[src/pidaw_pkg.sv]
// ============================================================================
// PID controller package
// Shared widths, register indexes, reset values and the saturation helper.
// ============================================================================
package pidaw_pkg;

  // Saturation width and default number of fraction bits.
  localparam int DATA_WIDTH = 32;
  localparam int FRAC_BITS  = 16;

  // Width of every data field on the ports and of the stored state.
  localparam int FIELD_W = 32;
  // Width of the unsigned gain and time registers.
  localparam int GAIN_W  = 31;
  // Multiplier operand and product widths.
  localparam int OPND_W  = FIELD_W + 1;
  localparam int PROD_W  = 2 * OPND_W;
  // Width of the derivative denominator 2*tau + T.
  localparam int DEN_W   = GAIN_W + 2;
  // Width of the register index on the configuration port.
  localparam int ADDR_W  = 3;

  // Effective saturation width: wider settings behave as 32 bits.
  localparam int SAT_W = (DATA_WIDTH > FIELD_W) ? FIELD_W : DATA_WIDTH;
  localparam longint SAT_MAX_L = (longint'(1) <<< (SAT_W - 1)) - 1;
  localparam logic signed [PROD_W-1:0] SAT_MAX = PROD_W'(SAT_MAX_L);
  localparam logic signed [PROD_W-1:0] SAT_MIN = PROD_W'(-SAT_MAX_L - 1);

  // Configuration register indexes.
  typedef enum logic [ADDR_W-1:0] {
    REG_KP          = 3'd0,
    REG_KI          = 3'd1,
    REG_KD          = 3'd2,
    REG_SAMPLE_TIME = 3'd3,
    REG_FILTER_TAU  = 3'd4,
    REG_OUT_MIN     = 3'd5,
    REG_OUT_MAX     = 3'd6
  } reg_index_t;

  // Register reset values.
  localparam logic [GAIN_W-1:0] KP_RST          = 31'd65536;
  localparam logic [GAIN_W-1:0] KI_RST          = 31'd65536;
  localparam logic [GAIN_W-1:0] KD_RST          = 31'd0;
  localparam logic [GAIN_W-1:0] SAMPLE_TIME_RST = 31'd655;
  localparam logic [GAIN_W-1:0] FILTER_TAU_RST  = 31'd1311;
  localparam logic signed [FIELD_W-1:0] OUT_MIN_RST = -32'sd65536;
  localparam logic signed [FIELD_W-1:0] OUT_MAX_RST = 32'sd65536;

  // Right shift applied to a product after the multiply.
  typedef enum logic [1:0] {
    SHIFT_FM1,
    SHIFT_F,
    SHIFT_FP1
  } mul_shift_t;

  // Divider status seen by the sequencer.
  typedef struct packed {
    logic busy;
    logic done;
  } div_stat_t;

  // Clip a wide signed value to the signed saturation range.
  function automatic logic signed [FIELD_W-1:0] sat_data(input logic signed [PROD_W-1:0] x);
    logic signed [PROD_W-1:0] y;
    if (x > SAT_MAX) begin
      y = SAT_MAX;
    end else if (x < SAT_MIN) begin
      y = SAT_MIN;
    end else begin
      y = x;
    end
    return y[FIELD_W-1:0];
  endfunction

endpackage

[src/pidaw_div.sv]
// ============================================================================
// PID derivative divider
// Restoring divider, one quotient bit per cycle, saturated magnitude result.
// ============================================================================
module pidaw_div #(
  parameter int FRAC_BITS = pidaw_pkg::FRAC_BITS
) (
  input  logic                                clk,
  input  logic                                rst,
  input  logic                                start,
  input  logic [pidaw_pkg::FIELD_W-1:0]       dividend,
  input  logic [pidaw_pkg::DEN_W-1:0]         divisor,
  output pidaw_pkg::div_stat_t                stat,
  output logic [pidaw_pkg::FIELD_W-2:0]       quot
);

  localparam int NUM_W = pidaw_pkg::FIELD_W + FRAC_BITS;
  localparam int CNT_W = $clog2(NUM_W + 1);
  localparam int DEN_W = pidaw_pkg::DEN_W;

  logic             busy;
  logic             done;
  logic [CNT_W-1:0] cnt;
  logic [DEN_W-1:0] rem;
  logic [DEN_W-1:0] dvs;
  logic [NUM_W-1:0] dvd;
  logic [DEN_W:0]   trial;
  logic [DEN_W:0]   diff;
  logic             fits;

  // The dividend register shifts out numerator bits at the top and takes
  // quotient bits in at the bottom, so it ends holding the quotient.
  always_comb begin
    trial = {rem, dvd[NUM_W-1]};
    diff  = trial - {1'b0, dvs};
    fits  = trial >= {1'b0, dvs};
  end

  always_ff @(posedge clk) begin
    if (rst) begin
      busy <= 1'b0;
      done <= 1'b0;
      cnt  <= '0;
    end else begin
      done <= 1'b0;
      if (start) begin
        busy <= 1'b1;
        cnt  <= CNT_W'(NUM_W);
        rem  <= '0;
        dvs  <= divisor;
        dvd  <= {dividend, {FRAC_BITS{1'b0}}};
      end else if (busy) begin
        rem <= fits ? diff[DEN_W-1:0] : trial[DEN_W-1:0];
        dvd <= {dvd[NUM_W-2:0], fits};
        cnt <= cnt - CNT_W'(1);
        if (cnt == CNT_W'(1)) begin
          busy <= 1'b0;
          done <= 1'b1;
        end
      end
    end
  end

  assign stat.busy = busy;
  assign stat.done = done;

  // Quotients beyond the positive range collapse to the largest magnitude.
  assign quot = (dvd[NUM_W-1:pidaw_pkg::FIELD_W-1] != '0) ? '1
                                                         : dvd[pidaw_pkg::FIELD_W-2:0];

  a_start_idle: assert property (@(posedge clk) disable iff (rst)
    start |-> !busy)
    else $error("divider started while busy");

  a_done_after_busy: assert property (@(posedge clk) disable iff (rst)
    done |-> $past(busy))
    else $error("divider done without a running division");

  a_busy_count: assert property (@(posedge clk) disable iff (rst)
    busy |-> cnt != '0)
    else $error("divider busy with an exhausted bit count");

endmodule

[config.mk]
export PLATFORM = sky130hd
export DESIGN_NAME = pidaw_div
export DESIGN_NICKNAME = d
export VERILOG_FILES = /design/src/pidaw_pkg.sv /design/src/pidaw_div.sv
export SDC_FILE = /design/constraint.sdc
export NUM_CORES = 1
export LEC_CHECK = 0
export BUFFER_PORTS_ARGS = -buffer_cell sky130_fd_sc_hd__buf_2
export CAP_MARGIN = 20
export CORE_ASPECT_RATIO = 0.5
export CORE_MARGIN = 1
export CORE_UTILIZATION = 50
export CTS_CLUSTER_DIAMETER = 60
export DETAILED_ROUTE_END_ITERATION = 10
export PLACE_DENSITY = 0.71
export SYNTH_ARGS = -nofsm -noshare
export SYNTH_HDL_FRONTEND = slang
export SYNTH_SLANG_ARGS = --single-unit
[constraint.sdc]
create_clock -name clk -period 9.8 [get_ports clk]
set_input_delay 0 -clock clk [delete_from_list [all_inputs] [get_ports clk]]
set_output_delay 0 -clock clk [all_outputs]
set_load 0.01 [all_outputs]
# [After elaboration in Yosys (flattened, before gate mapping)]
# Cells that the tools add are included.
[totals] mem_count=0 output_inout_bits=33 ram_bits=0 latchBits=0 romBits=0 regBits=122 inputBits=68
[classes] n_eq_ne=1 n_addsub=2 shift=0 div=0 mux=11 n_mul=0 magnitude_cmp=1 n_bitwise=2 reduce_logical=6
[op_table] op="$mux W48" count=2
[op_table] op="$mux W33" count=2
[op_table] op="$ge A34 B33 Y1" count=1
[op_table] op="$sub A33 B33 Y33" count=1
[op_table] op="$mux W31" count=1
[op_table] op="$reduce_bool A17 Y1" count=1
[op_table] op="$mux W6" count=2
[op_table] op="$eq A6 B1 Y1 const B" count=1
[op_table] op="$sub A6 B1 Y6 const B" count=1
[op_table] op="$mux W1" count=4
[op_table] op="$reduce_and A2 Y1" count=2
[op_table] op="$reduce_or A3 Y1" count=1
[op_table] op="$not A1 Y1" count=2
[op_table] op="$reduce_bool A2 Y1" count=1
[op_table] op="$reduce_or A2 Y1" count=1

# [Depth between registers and ports, before layout]
# Gate-level depths: netlist of the first run.
[depth] ltp_word=4 depth_mapped=14

# [Worst setup path before layout of the first run]
# OpenSTA, ideal clock, no wires.
[synth_path] kind="input-to-reg" startpoint="input port start" endpoint="register dvd[0] (enable)" path_stages=4 n_path_buf=2 arrival_time_ns=4.039 setup_slack_ns=5.240 cell_sequence="clkbuf_1 -> clkbuf_1 -> nor2_1 -> nor2_1"
[synth_between] elab_chain_len=2
[synth_rtl] item="start: declaration" line="pidaw_div.sv:10" text="input logic start,"
[synth_rtl] item="$reduce_bool A2 Y1 (no line)"
[synth_rtl] item="$reduce_and A2 Y1 (no line)"
[synth_rtl] item="end signal: assignment" line="pidaw_div.sv:51" text="dvd <= {dividend, {FRAC_BITS{1'b0}}};"
[synth_rtl] item="end signal: assignment" line="pidaw_div.sv:54" text="dvd <= {dvd[NUM_W-2:0], fits};"
[synth_rtl] item="end: declaration" line="pidaw_div.sv:26" text="logic [NUM_W-1:0] dvd;"
# Every way passes these cells.
# A chain may end at the register's enable or synchronous reset.

# [Worst setup path after layout of the first run]
[layout_path] startpoint="register dvd[47]" endpoint="register rem[31], data pin"
[layout_between] elab_chain_len=3
[layout_rtl] item="$sub A33 B33 Y33 / $ge A34 B33 Y1 (equally long branches)" line="pidaw_div.sv:35, pidaw_div.sv:36"
[layout_rtl] item="$mux W33 *" line="pidaw_div.sv:53" text="rem <= fits ? diff[DEN_W-1:0] : trial[DEN_W-1:0];"
[layout_rtl] item="$mux W33 *" line="pidaw_div.sv:52" text="end else if (busy) begin"
[layout_rtl] item="end signal: assignment" line="pidaw_div.sv:53"
[layout_rtl] item="end: declaration" line="pidaw_div.sv:24" text="logic [DEN_W-1:0] rem;"
# Mark *: on every way between the ends. The rest lies on a longest branch, timed or not. The select of a mux whose other input is x is not followed.

==> results.md, run 1 <==
- Outcome: finished, final reports clean
- Flop2flop setup slack: 5.76 ns
- Most common cell in the synthesized netlist: edfxtp_1
- Mapped Nets: 785
- Cts hold-fix bufs: 66
- Critical Path Stages: 12
- Final wirelength: 16600 um
- Routed Antenna Nets: 0
- Die Area: 14700 um2
- Switching Fraction: 31.6%
- Switch Pwr: 528 uW
- Seq pwr share: 39.0%
- Peak Freq: 247 MHz
- Post-synthesis simple-gate area fraction: 15.7%
- Peak VDD IR: 0.0000814 V
- Yosys top cell area share: 48.1%
- # DRC: 0
- Antenna violations before repair: 0
- Total congestion overflow: 0
- Clk pwr share: 35.9%
- Gr usage total: 23.3%
- Area leader, netlist: edfxtp_1
- Max incr delay on CP: 0.89 ns
- Combinational family with the most area after synthesis: simple AND/OR/NAND/NOR gates
- Die H: 86.4 um
- Worst path arrival time: 4.21 ns
- WP data required: 9.97 ns
- Main flop type after synthesis: edfxtp_1
- Clock transition at path regs: 0.06 ns
- Max cap viols: 0
- Worst Setup SP: dvd[47]
- Mux share of post-synthesis cell area: 5.22%
- Setup Buffers After CTS: 0
- Async S/R FF share, synth: 0%
- Slew at the pin closest to its max-slew limit: 1.09 ns
- Post-DR wirelength/cell: 16.0 um
- Num rows: 30
- Hold/Removal Path Class: input pin to register
- CTS resizes: 0
- Setup violations, final: 0
- Port buffer count: 100
- CTS tree: built
- Post-route clock skew: 0.0105 ns
- #FFs+latches synth: 122
- Maximum buffer depth of the clock tree: 2
- Worst Setup Start Kind: register
- CORE AREA: 13700 um2
- First-pass GRT wire length: 26500 um
- Pwr Total: 1670 uW
- Fin crit period: 4.04 ns
- Pwr Density: 186 nW/um2
- Io pins: 101
- Static Leak: 0.00356 uW
- Cells after DPL: 937
- Internal Pwr Total: 1140 uW
- CTS Buf Count: 17
- Comb power frac: 25.1%
- Crit path capture type: register
- Critical Path, Cell by Cell: inv_1 -> ha_1 -> inv_1 -> fa_1 -> a21o_1 -> a311o_1 -> a22oi_2 -> a21oi_2 -> nor4_4 -> or2_1 -> a2111oi_2 -> a311o_1
- Fin crit share: 41.3%
- TritonCTS Sinks: 122
- Worst reg-to-reg path cell count: 12
- Pre-CTS setup slack: 5.81 ns
- Slew Viols, Final: 0
- Placer congestion estimate: 0.878
- Skew-Pair Late Insertion Delay: 0.43 ns
- Drt pass-1 iters: 5
- Synth warnings: 0
- Crit-path slowest cell: or2_1
- FF-to-FF End: rem[31]
- # diodes: 0
- Area share of fa/ha/maj cells after synthesis: 6.43%
- Max Fanout on Critical Path: 26
- Synth Area in XOR/XNOR: 3.57%
- Worst r2r src: dvd[47]
- Post-synthesis compound-gate area fraction: 13.3%
- Final hold vios: 0
- Post-synth EDFFs: 114
- Vias in the first global route: 5338
- Clock tree root buffer cell: clkbuf_16
- Post-Syn Instances: 681
- CTS H-tree lvls: 4
- Layout Cells excl Fill: 1037
- Max-slew headroom: 27.5%
- Mapped cell area: 7120 um2
- Initial core utilization: 52.0%
- Count of different cell masters after synthesis: 58
- Register area share after synthesis: 50.3%
- Area grow syn2layout: 26.4%
- Largest cells by area after synthesis: edfxtp_1, ha_1, mux2_2, a21oi_1, nand2_1
- Synth cell count leaders: edfxtp_1, nand2_1, a21oi_1
- Fraction of layout cells with a size suffix above 1: 21.4%
- End of the critical path: rem[31]
- Via count: 5667
- Delay-heaviest family, CP: compound AO/OA/AOI/OAI gates
- RSZ-0062 raised after global routing: no
- Setup_tns: 0 ns
- Final core occ: 65.7%
- Setup WS post-layout: 5.76 ns
- Via density: 5.46
- Fin nets: 936
- Iteration-0 DRC Markers: 437
- Largest net degree at the start of global routing: 84
- WP buf/inv: 2
- Post-DP HPWL: 10600 um
- Mean post-synth cell area: 10.5 um2
- CP Class: register to register
- Die Width: 171 um
==> power groups by stage <==
stage                     clock [uW]  sequential, uW  combinational [uW]
final                            600             651                 419
after global routing             632             656                 463
after CTS                        609             651                 411
after detailed placement           0             662                 387
after global placement             0             660                 379
after floorplan                    0             655                 310
==> layout make-up <==
class,instances,area [um2]
Fill cell,1019,4700
Sequential cell,122,3580
Multi-Input combinational cell,469,3180
Timing Repair Buffer,172,1250
Clock buffer,18,439
Tap cell,192,240
Inverter,50,188
Clock inverter,14,125
==> through the flow <==
step	hold slack [ns]	cell area, um2
after global routing	0.277	9000
final	0.277	9000
after global placement	0.176	7720
after CTS	0.272	8940
after detailed placement	0.178	7720
after floorplan	0.0989	7120
==> how the worst min path moves through the flow <==
| stage | depth (start not counted) | slack (ns) | end | startpoint |
|---|---|---|---|---|
| 2_1_floorplan | 0 | 0.1 | dvs[0] | divisor[0] |
| 3_3_place_gp | 1 | 0.18 | dvs[19] | divisor[19] |
| 3_5_place_dp | 1 | 0.18 | dvs[11] | divisor[11] |
| 4_1_cts | 2 | 0.27 | dvs[12] | divisor[12] |
| 5_1_grt | 2 | 0.28 | dvs[11] | divisor[11] |
| 6_report | 2 | 0.28 | dvs[12] | divisor[12] |
==> metal layers <==
layer | vias up | wire (um) | track usage (%)
met2 | 204 | 7620 | 39.2
li1 | 2763 | - | -
met5 | - | 0 | 0
met3 | 16 | 1110 | 5.11
met1 | 2684 | 7660 | 30.4
met4 | 0 | 162 | 6.88
==> sequential cells by signal (all words and copies together) (netlist names) <==
name / count
cnt: 6
done: 1
dvd: 48
busy: 1
rem: 33
dvs: 33
==> logic make-up (layout without fill, tap and decap cells) <==
kind of cell,count (synthesis),in the layout
buffers and inverters,90,254
DFF,122,122
muxes,33,33
xor gates and xnor gates,29,29
and+or+nand+nor,221,221
adders and majority gates,36,36
AOI/OAI and AO/OA,150,150
==> cell usage in the layout, fill, tap and decap left out, types with 10 or more instances in the layout <==
master	netlist	routed
edfxtp_1	114	114
buf_2	6	100
nand2_1	68	68
dlygate4sd3_1	0	66
a21oi_1	62	62
inv_1	50	50
nor2_1	39	36
nand2b_1	35	35
ha_1	35	35
mux2_2	33	33
o21ai_0	24	24
nor2b_1	20	20
xnor2_1	19	19
clkbuf_16	0	17
nand3_1	15	15
a211oi_1	12	12
a21o_1	12	12
nand4_1	12	12
xor2_1	10	10
nor3_1	10	10
==> worst register-to-register path, delay by kind of cell (launching register included) <==
kind	cells	cell delay, ns
buf+inv	2	0.14
flops	1	0.45
compound gates	6	1.32
simple gates	2	1.29
fa+ha+maj	2	0.58
No activity file was read; power rests on OpenSTA's default activity.
==> run 2: changes to the inputs <==
Settings changed: ABC_AREA from default to 1, PLACE_DENSITY 0.71 to 0.73.
Clock period 9.8 ns to 3.7 ns, I/O delays scaled along.
==> run 2 against run 1 <==
Critical path depth is 3 lower. Total power grew to 2.8 times the previous value. Routed wire length grew 23%. Clock-buffer cell count decreased by 1. Clock skew increased by 0.0025 ns. Final cell count rose by 43%. Synthesized cell count grew 60%. Register-to-register slack got worse by 4.6 ns. Clock power increased to 2.6 times the previous value. Critical endpoint is now rem[2]. Highest routed layer unchanged.
==> results.md, run 2 <==
- Outcome: finished, final reports clean (unchanged)
- CTS tree: built (unchanged)
- Pwr Density: 470 nW/um2 (was 186 nW/um2)
- Async S/R FF share, synth: 0% (unchanged)
- Die Width: 182 um (was 171 um)
- Clock transition at path regs: 0.06 ns (about the same)
- Peak Freq: 400 MHz (was 247 MHz)
- Fin crit period: 2.50 ns (was 4.04 ns)
- Fraction of layout cells with a size suffix above 1: 15.2% (was 21.4%)
- CTS H-tree lvls: 4 (unchanged)
- Met1 Use GR: 35.2% (was 30.4%)
- #FFs+latches synth: 122 (unchanged)
- Routed Antenna Nets: 0 (unchanged)
- Main flop type after synthesis: edfxtp_1 (unchanged)
- Synth warnings: 0 (unchanged)
- Worst r2r src: rem[17] (was dvd[47])
- CTS resizes: 0 (unchanged)
- # fillers: 1327 (was 1019)
- Mean post-synth cell area: 7.49 um2 (was 10.5 um2)
- Io pins: 101 (unchanged)
- Antenna violations before repair: 0 (unchanged)
- Mux share of post-synthesis cell area: 0% (was 5.22%)
- Post-Syn Instances: 1087 (was 681)
- WP data required: 3.90 ns (was 9.97 ns)
- Gr usage total: 26.0% (was 23.3%)
- Via density: 4.93 (was 5.46)
- Post-synth EDFFs: 114 (unchanged)
- Reg with most FFs: dvd (unchanged)
- First-pass GRT wire length: 34000 um (was 26500 um)
- Area leader, netlist: edfxtp_1 (unchanged)
- Register area share after synthesis: 44.0% (was 50.3%)
- Met2 Resource Use GR: 40.7% (was 39.2%)
- Die Area: 16800 um2 (was 14700 um2)
- Initial core utilization: 52.0% (about the same)
- TritonCTS Sinks: 122 (unchanged)
- Num rows: 32 (was 30)
- Worst path arrival time: 2.70 ns (was 4.21 ns)
- Hold/Removal Path Class: input pin to register (unchanged)
- Count of different cell masters after synthesis: 40 (was 58)
- Clock tree root buffer cell: clkbuf_16 (unchanged)
- Static Leak: 0.00500 uW (was 0.00356 uW)
- Largest register FFs: 48 (unchanged)
- CORE AREA: 15700 um2 (was 13700 um2)
- Largest net degree at the start of global routing: 82 (was 84)
- Area grow syn2layout: 23.5% (was 26.4%)
- Final wirelength: 20400 um (was 16600 um)
- Post-route clock skew: 0.0131 ns (was 0.0105 ns)
- Most frequent cells in the layout: nand2_1, inv_1, edfxtp_1, nor2_1, buf_2 (was edfxtp_1, buf_2, nand2_1, dlygate4sd3_1, a21oi_1)
- Die H: 92.2 um (was 86.4 um)
- Final hold vios: 0 (unchanged)
- Most Crowded Layer GR: met2 (unchanged)
- Post-DR wirelength/cell: 13.7 um (was 16.0 um)
- End of the critical path: rem[2] (was rem[31])
- # DRC: 0 (unchanged)
- RSZ-0062 raised after global routing: no (unchanged)
- Post-DP HPWL: 13700 um (was 10600 um)
- Slew at the pin closest to its max-slew limit: 1.03 ns (was 1.09 ns)
- Setup Buffers After CTS: 0 (unchanged)
- Iteration-0 DRC Markers: 501 (was 437)
- Vias in the first global route: 7142 (was 5338)
- GRT met3 Usage: 6.16% (was 5.11%)
- Placer congestion estimate: 1.03 (was 0.878)
- FF-to-FF End: rem[2] (was rem[31])
- Max cap viols: 0 (unchanged)
- Biggest regs: dvd x48, dvs x33, rem x33 (unchanged)
- Slew Viols, Final: 0 (unchanged)
- Max Fanout on Critical Path: 28 (was 26)
- Yosys top cell area share: 42.1% (was 48.1%)
- Worst reg-to-reg path cell count: 9 (was 12)
- Skew-Pair Late Insertion Delay: 0.43 ns (about the same)
- Worst Setup SP: rem[17] (was dvd[47])
- Synth Area in XOR/XNOR: 1.94% (was 3.57%)
- Largest cells by area after synthesis: edfxtp_1, nand2_1, inv_1, ha_1, nor2_1 (was edfxtp_1, ha_1, mux2_2, a21oi_1, nand2_1)
- Post-synthesis compound-gate area fraction: 2.86% (was 13.3%)
- Fin nets: 1355 (was 936)
- Crit path capture type: register (unchanged)
- Combinational family with the most area after synthesis: simple AND/OR/NAND/NOR gates (unchanged)
- Flop2flop setup slack: 1.20 ns (was 5.76 ns)
- Total congestion overflow: 0 (unchanged)
- Via count: 7316 (was 5667)
- Drt pass-1 iters: 5 (unchanged)
- Peak VDD IR: 0.000354 V (was 0.0000814 V)
- Synth cell count leaders: nand2_1, inv_1, edfxtp_1 (was edfxtp_1, nand2_1, a21oi_1)
- Fin crit share: 67.5% (was 41.3%)
- Mapped Nets: 1191 (was 785)
- Max-slew headroom: 31.4% (was 27.5%)
- Most common cell after layout, fill and taps aside: nand2_1 (was edfxtp_1)
- Area share of fa/ha/maj cells after synthesis: 5.63% (was 6.43%)
- CTS Buf Count: 17 (unchanged)
- Mapped cell area: 8140 um2 (was 7120 um2)
- Worst Setup Start Kind: register (unchanged)
- Port buffer count: 100 (unchanged)
- Maximum buffer depth of the clock tree: 2 (unchanged)
- # diodes: 0 (unchanged)
- CP Class: register to register (unchanged)
- Pwr Total: 4720 uW (was 1670 uW)
- Most common cell in the synthesized netlist: nand2_1 (was edfxtp_1)
- Setup violations, final: 0 (unchanged)
- Post-synthesis simple-gate area fraction: 34.2% (was 15.7%)
- Setup_tns: 0 ns (unchanged)
-- run 2: changes by cell type after synthesis, moves of 13 or more --
cell | previous run | this run
nor2_2 | 0 | 22
nand2_1 | 68 | 396
a21oi_1 | 62 | 22
inv_1 | 50 | 199
xnor2_1 | 19 | 3
mux2_2 | 33 | 0
nand3b_1 | 0 | 28
nand2b_1 | 35 | 0
nor2b_1 | 20 | 0
nor2_1 | 39 | 107
nand3_1 | 15 | 28
-- run 2: power breakdown --
part	switching (uW)	internal (uW)	total, uW
registers	61.4	1690	1750
logic	896	499	1400
clock network	655	920	1580
total	1610	3110	4720
-- run 2: logic make-up after synthesis --
logic type,count (synthesis)
simple gates,634
buf+inv,232
compound gates,45
xor+xnor,18
flops,122
fa+ha+maj,36
-- run 2: worst min-delay path by stage --
stage,cells past startpoint,start,to
detailed placement,1,divisor[24],dvs[24]
CTS,4,start,dvd[46]
finish,4,start,dvd[46]
global placement,1,divisor[13],dvs[13]
global route,4,start,dvd[37]
floorplan,1,rst,cnt[4]
-- run 2: critical path, cell delays in order (launching register included) --
cell	delay [ns]
edfxtp_1	0.40
ha_1	0.45
nand2_1	0.15
inv_1	0.10
nand2_1	0.16
nor3_4	0.30
nand2_8	0.20
nand2_8	0.17
nor2_1	0.05
nor2_1	0.29
-- run 2: cell type report --
type	count	area [um2]	share of cell area, %
flip-flops and latches	122	3580	35.6
well taps	221	277	2.75
multi-input cells	733	3650	36.3
clock inverters	14	124	1.23
clock buffers	17	425	4.23
repair buffers	171	1210	12.0
inverters	206	781	7.77
-- run 2: metrics by stage --
stage               instance area [um2]  hold WS (ns)  worst slack (ns)  utilization (%)  cells
floorplan                          8140        0.0694             0.713                -   1087
global placement                   8820         0.176              1.26             56.4   1386
detailed placement                 8820         0.178              1.21             56.4   1386
CTS                               10000        0.0975              1.20             64.1   1483
global route                      10100         0.141             0.984             64.2   1484
finish                            10100         0.105              1.20             64.2   1484
-- run 2: timing repair --
action / in CTS / in global routing
hold buffers: 66 / 0
endpoints found under the setup margin: 0 / 0
endpoints found under the hold margin: 68 / 0
-- run 2: routing by layer --
metal	vias to the layer above	part of all wire, %
li1	3686	-
met1	3343	48
met2	256	42
met3	31	7.5
met4	0	2.2
met5	-	0
==> run 3: changes to the inputs <==
Settings changed: ABC_AREA 1 to 0, PLACE_DENSITY 0.73 to 0.71.
Clock period 3.7 ns to 2.6 ns, I/O delays scaled along.
==> run 3 against run 2 <==
The flow now finishes with violations (setup timing). Global-route usage increased by 0.64 points. Combinational power up 64%. Routed wire length fell by 6.7%. Die area fell by 12%. Setup slack worse by 1.6 ns. Critical path depth increased by 3. Cell area increased by 0.66%. Critical endpoint is now rem[31].
==> results.md, run 3 (synthesis results as in run 1) <==
- Placer congestion estimate: 0.892 (was 1.03)
- Peak Freq: 338 MHz (was 400 MHz)
- Crit path capture type: register (unchanged)
- RSZ-0062 raised after global routing: yes (was no)
- Crit-path slowest cell: edfxtp_1 (was ha_1)
- Clock transition at path regs: 0.06 ns (about the same)
- Worst reg-to-reg path cell count: 12 (was 9)
- Setup violations, final: 34 (was 0)
- Io pins: 101 (unchanged)
- Skew-Pair Late Insertion Delay: 0.42 ns (was 0.43 ns)
- FF-to-FF End: rem[31] (was rem[2])
- Initial core utilization: 52.0% (about the same)
- # fillers: 933 (was 1327)
- # diodes: 0 (unchanged)
- Failing checks: setup timing
- Comb power frac: 32.3% (was 29.6%)
- Via count: 6104 (was 7316)
- Max-slew headroom: 55.4% (was 31.4%)
- Antenna violations before repair: 0 (unchanged)
- Max cap viols: 0 (unchanged)
- Biggest regs: dvd x48, dvs x33, rem x33 (unchanged)
- Fin nets: 1046 (was 1355)
- Drt pass-1 iters: 5 (unchanged)
- CTS tree: built (unchanged)
- TritonCTS Sinks: 122 (unchanged)
- CTS H-tree lvls: 4 (unchanged)
- Slew at the pin closest to its max-slew limit: 0.669 ns (was 1.03 ns)
- Peak VDD IR: 0.000478 V (was 0.000354 V)
- Pwr Density: 704 nW/um2 (was 470 nW/um2)
- Post-route clock skew: 0.00806 ns (was 0.0131 ns)
- Sequential Area: 3580 um2 (unchanged)
- Post-DR wirelength/cell: 16.6 um (was 13.7 um)
- Fin crit period: 2.96 ns (was 2.50 ns)
- Num rows: 30 (was 32)
- Outcome: finished with violations (was finished, final reports clean)
- Setup WS post-layout: -0.356 ns (was 1.20 ns)
- Hold path cells: 2 (was 4)
- Total congestion overflow: 0 (unchanged)
- Die H: 86.4 um (was 92.2 um)
- CP Class: register to register (unchanged)
- First-pass GRT wire length: 30200 um (was 34000 um)
- WP data required: 2.76 ns (was 3.90 ns)
- Worst path arrival time: 3.12 ns (was 2.70 ns)
- Internal Pwr Total: 4940 uW (was 3110 uW)
- Most frequent cells in the layout: edfxtp_1, buf_4, buf_2, dlygate4sd3_1, nand2_1 (was nand2_1, inv_1, edfxtp_1, nor2_1, buf_2)
- Hold Crit Endpoint: cnt[3] (was dvd[46])
- Final core occ: 73.9% (was 64.2%)
- Flop2flop setup slack: -0.36 ns (was 1.20 ns)
- Largest net degree at the start of global routing: 63 (was 82)
- Most common cell after layout, fill and taps aside: edfxtp_1 (was nand2_1)
- Iteration-0 DRC Markers: 440 (was 501)
- Worst r2r src: dvd[47] (was rem[17])
- Maximum buffer depth of the clock tree: 2 (unchanged)
- CTS Buf Count: 17 (unchanged)
- Post-DP HPWL: 12400 um (was 13700 um)
- Die Area: 14700 um2 (was 16800 um2)
- Via density: 5.32 (was 4.93)
- WP buf/inv: 2 (was 1)
- # DRC: 0 (unchanged)
- Switch Pwr: 2190 uW (was 1610 uW)
- Switching Fraction: 30.7% (was 34.2%)
- Clock tree root buffer cell: clkbuf_16 (unchanged)
- Delay-heaviest family, CP: compound AO/OA/AOI/OAI gates (was simple AND/OR/NAND/NOR gates)
- Reg with most FFs: dvd (unchanged)
- Final hold vios: 0 (unchanged)
- Slew Viols, Final: 0 (unchanged)
- Vias in the first global route: 6135 (was 7142)
- Port buffer count: 100 (unchanged)
- Worst Setup Start Kind: register (unchanged)
- Critical Path, Cell by Cell: inv_2 -> ha_4 -> inv_2 -> fa_2 -> a21o_1 -> a311o_1 -> a22oi_2 -> a21oi_2 -> nor4_4 -> or2_4 -> a2111oi_2 -> a311o_1 (was ha_1 -> nand2_1 -> inv_1 -> nand2_1 -> nor3_4 -> nand2_8 -> nand2_8 -> nor2_1 -> nor2_1)
- Seq pwr share: 34.6% (was 37.1%)
- Gr usage total: 26.6% (was 26.0%)
- Max incr delay on CP: 0.41 ns (was 0.45 ns)
- Fin crit share: 114% (was 67.5%)
- Max Fanout on Critical Path: 4 (was 28)
- Hold/Removal Path Class: input pin to register (unchanged)
- Clk pwr share: 33.2% (was 33.4%)
- Pwr Total: 7120 uW (was 4720 uW)
- CORE AREA: 13700 um2 (was 15700 um2)
- Fraction of layout cells with a size suffix above 1: 35.7% (was 15.2%)
- Final wirelength: 19000 um (was 20400 um)
- Multi-input logic area: 3410 um2 (was 3650 um2)
- Routed Antenna Nets: 0 (unchanged)
- Largest register FFs: 48 (unchanged)
- Worst hold path startpoint: start (unchanged)
- Area grow syn2layout: 42.2% (was 23.5%)
- Die Width: 171 um (was 182 um)
- Static Leak: 0.00413 uW (was 0.00500 uW)
[run 3: cell types whose count changed in the layout (fill, tap and decap cells not counted), moves of 33 or more]
cell / change
nor2_1: -73
nand2b_1: +35
inv_1: -152
nand2_1: -341
mux2_2: +33
buf_4: +99
[run 3: final cells by class]
| class | count | share of cell area, % |
|---|---|---|
| multi-input cells | 469 | 33.7 |
| well taps | 192 | 2.37 |
| repair buffers | 282 | 20.8 |
| flip-flops and latches | 122 | 35.4 |
| inverters | 50 | 1.88 |
| clock inverters | 12 | 1.38 |
| clock buffers | 20 | 4.41 |
[run 3: how the worst max path moves through the flow]
stage | startpoint | endpoint | slack [ns] | cells past startpoint
3_5_place_dp | dvd[47] | rem[9] | -0.37 | 14
6_report | dvd[47] | rem[31] | -0.36 | 12
3_3_place_gp | rem[3] | rem[13] | -0.29 | 11
2_1_floorplan | dvd[47] | rem[31] | -0.18 | 13
5_1_grt | dvd[47] | rem[29] | -0.48 | 14
4_1_cts | dvd[47] | rem[31] | -0.33 | 12
[run 3: repair_timing]
item                                    in CTS  in global routing
buffers inserted                            11                  3
endpoints found under the setup margin      34                 65
endpoints found under the hold margin       72                  0
pin swaps                                   10                 10
gates cloned                                 1                  0
resized for setup                           48                 28
hold buffers                                66                  0
[run 3: power by group through the flow]
stage	Clock [uW]	Sequential, uW	Combinational (uW)
after floorplan	0	2460	1180
after global placement	0	2480	1800
after detailed placement	0	2490	1830
after CTS	2400	2450	2220
after global routing	2500	2480	2490
final	2360	2460	2300
[run 3: metal layers]
layer / track usage [%] / share of wire (%)
met5: 0 / 0
met4: 9.09 / 1.4
met3: 4.75 / 5.1
met2: 45.7 / 48
met1: 34.2 / 46
[run 3: stage by stage]
stage | cells | TNS [ns] | cell area (um2) | worst slack, ns | hold slack [ns]
floorplan | 681 | -1.62 | 7140 | -0.175 | 0.0989
global placement | 1035 | -5.79 | 8470 | -0.288 | 0.176
detailed placement | 1035 | -8.68 | 8470 | -0.367 | 0.178
CTS | 1145 | -8.84 | 10000 | -0.329 | 0.0309
global route | 1147 | -13.65 | 10100 | -0.477 | 0.0735
finish | 1147 | -9.42 | 10100 | -0.356 | 0.0564
[run 3: worst register-to-register path: stages (launching register included)]
cell       delay (ns)
edfxtp_1         0.41
inv_2            0.09
ha_4             0.13
inv_2            0.04
fa_2             0.34
a21o_1           0.19
a311o_1          0.33
a22oi_2          0.20
a21oi_2          0.11
nor4_4           0.28
or2_4            0.22
a2111oi_2        0.05
a311o_1          0.33
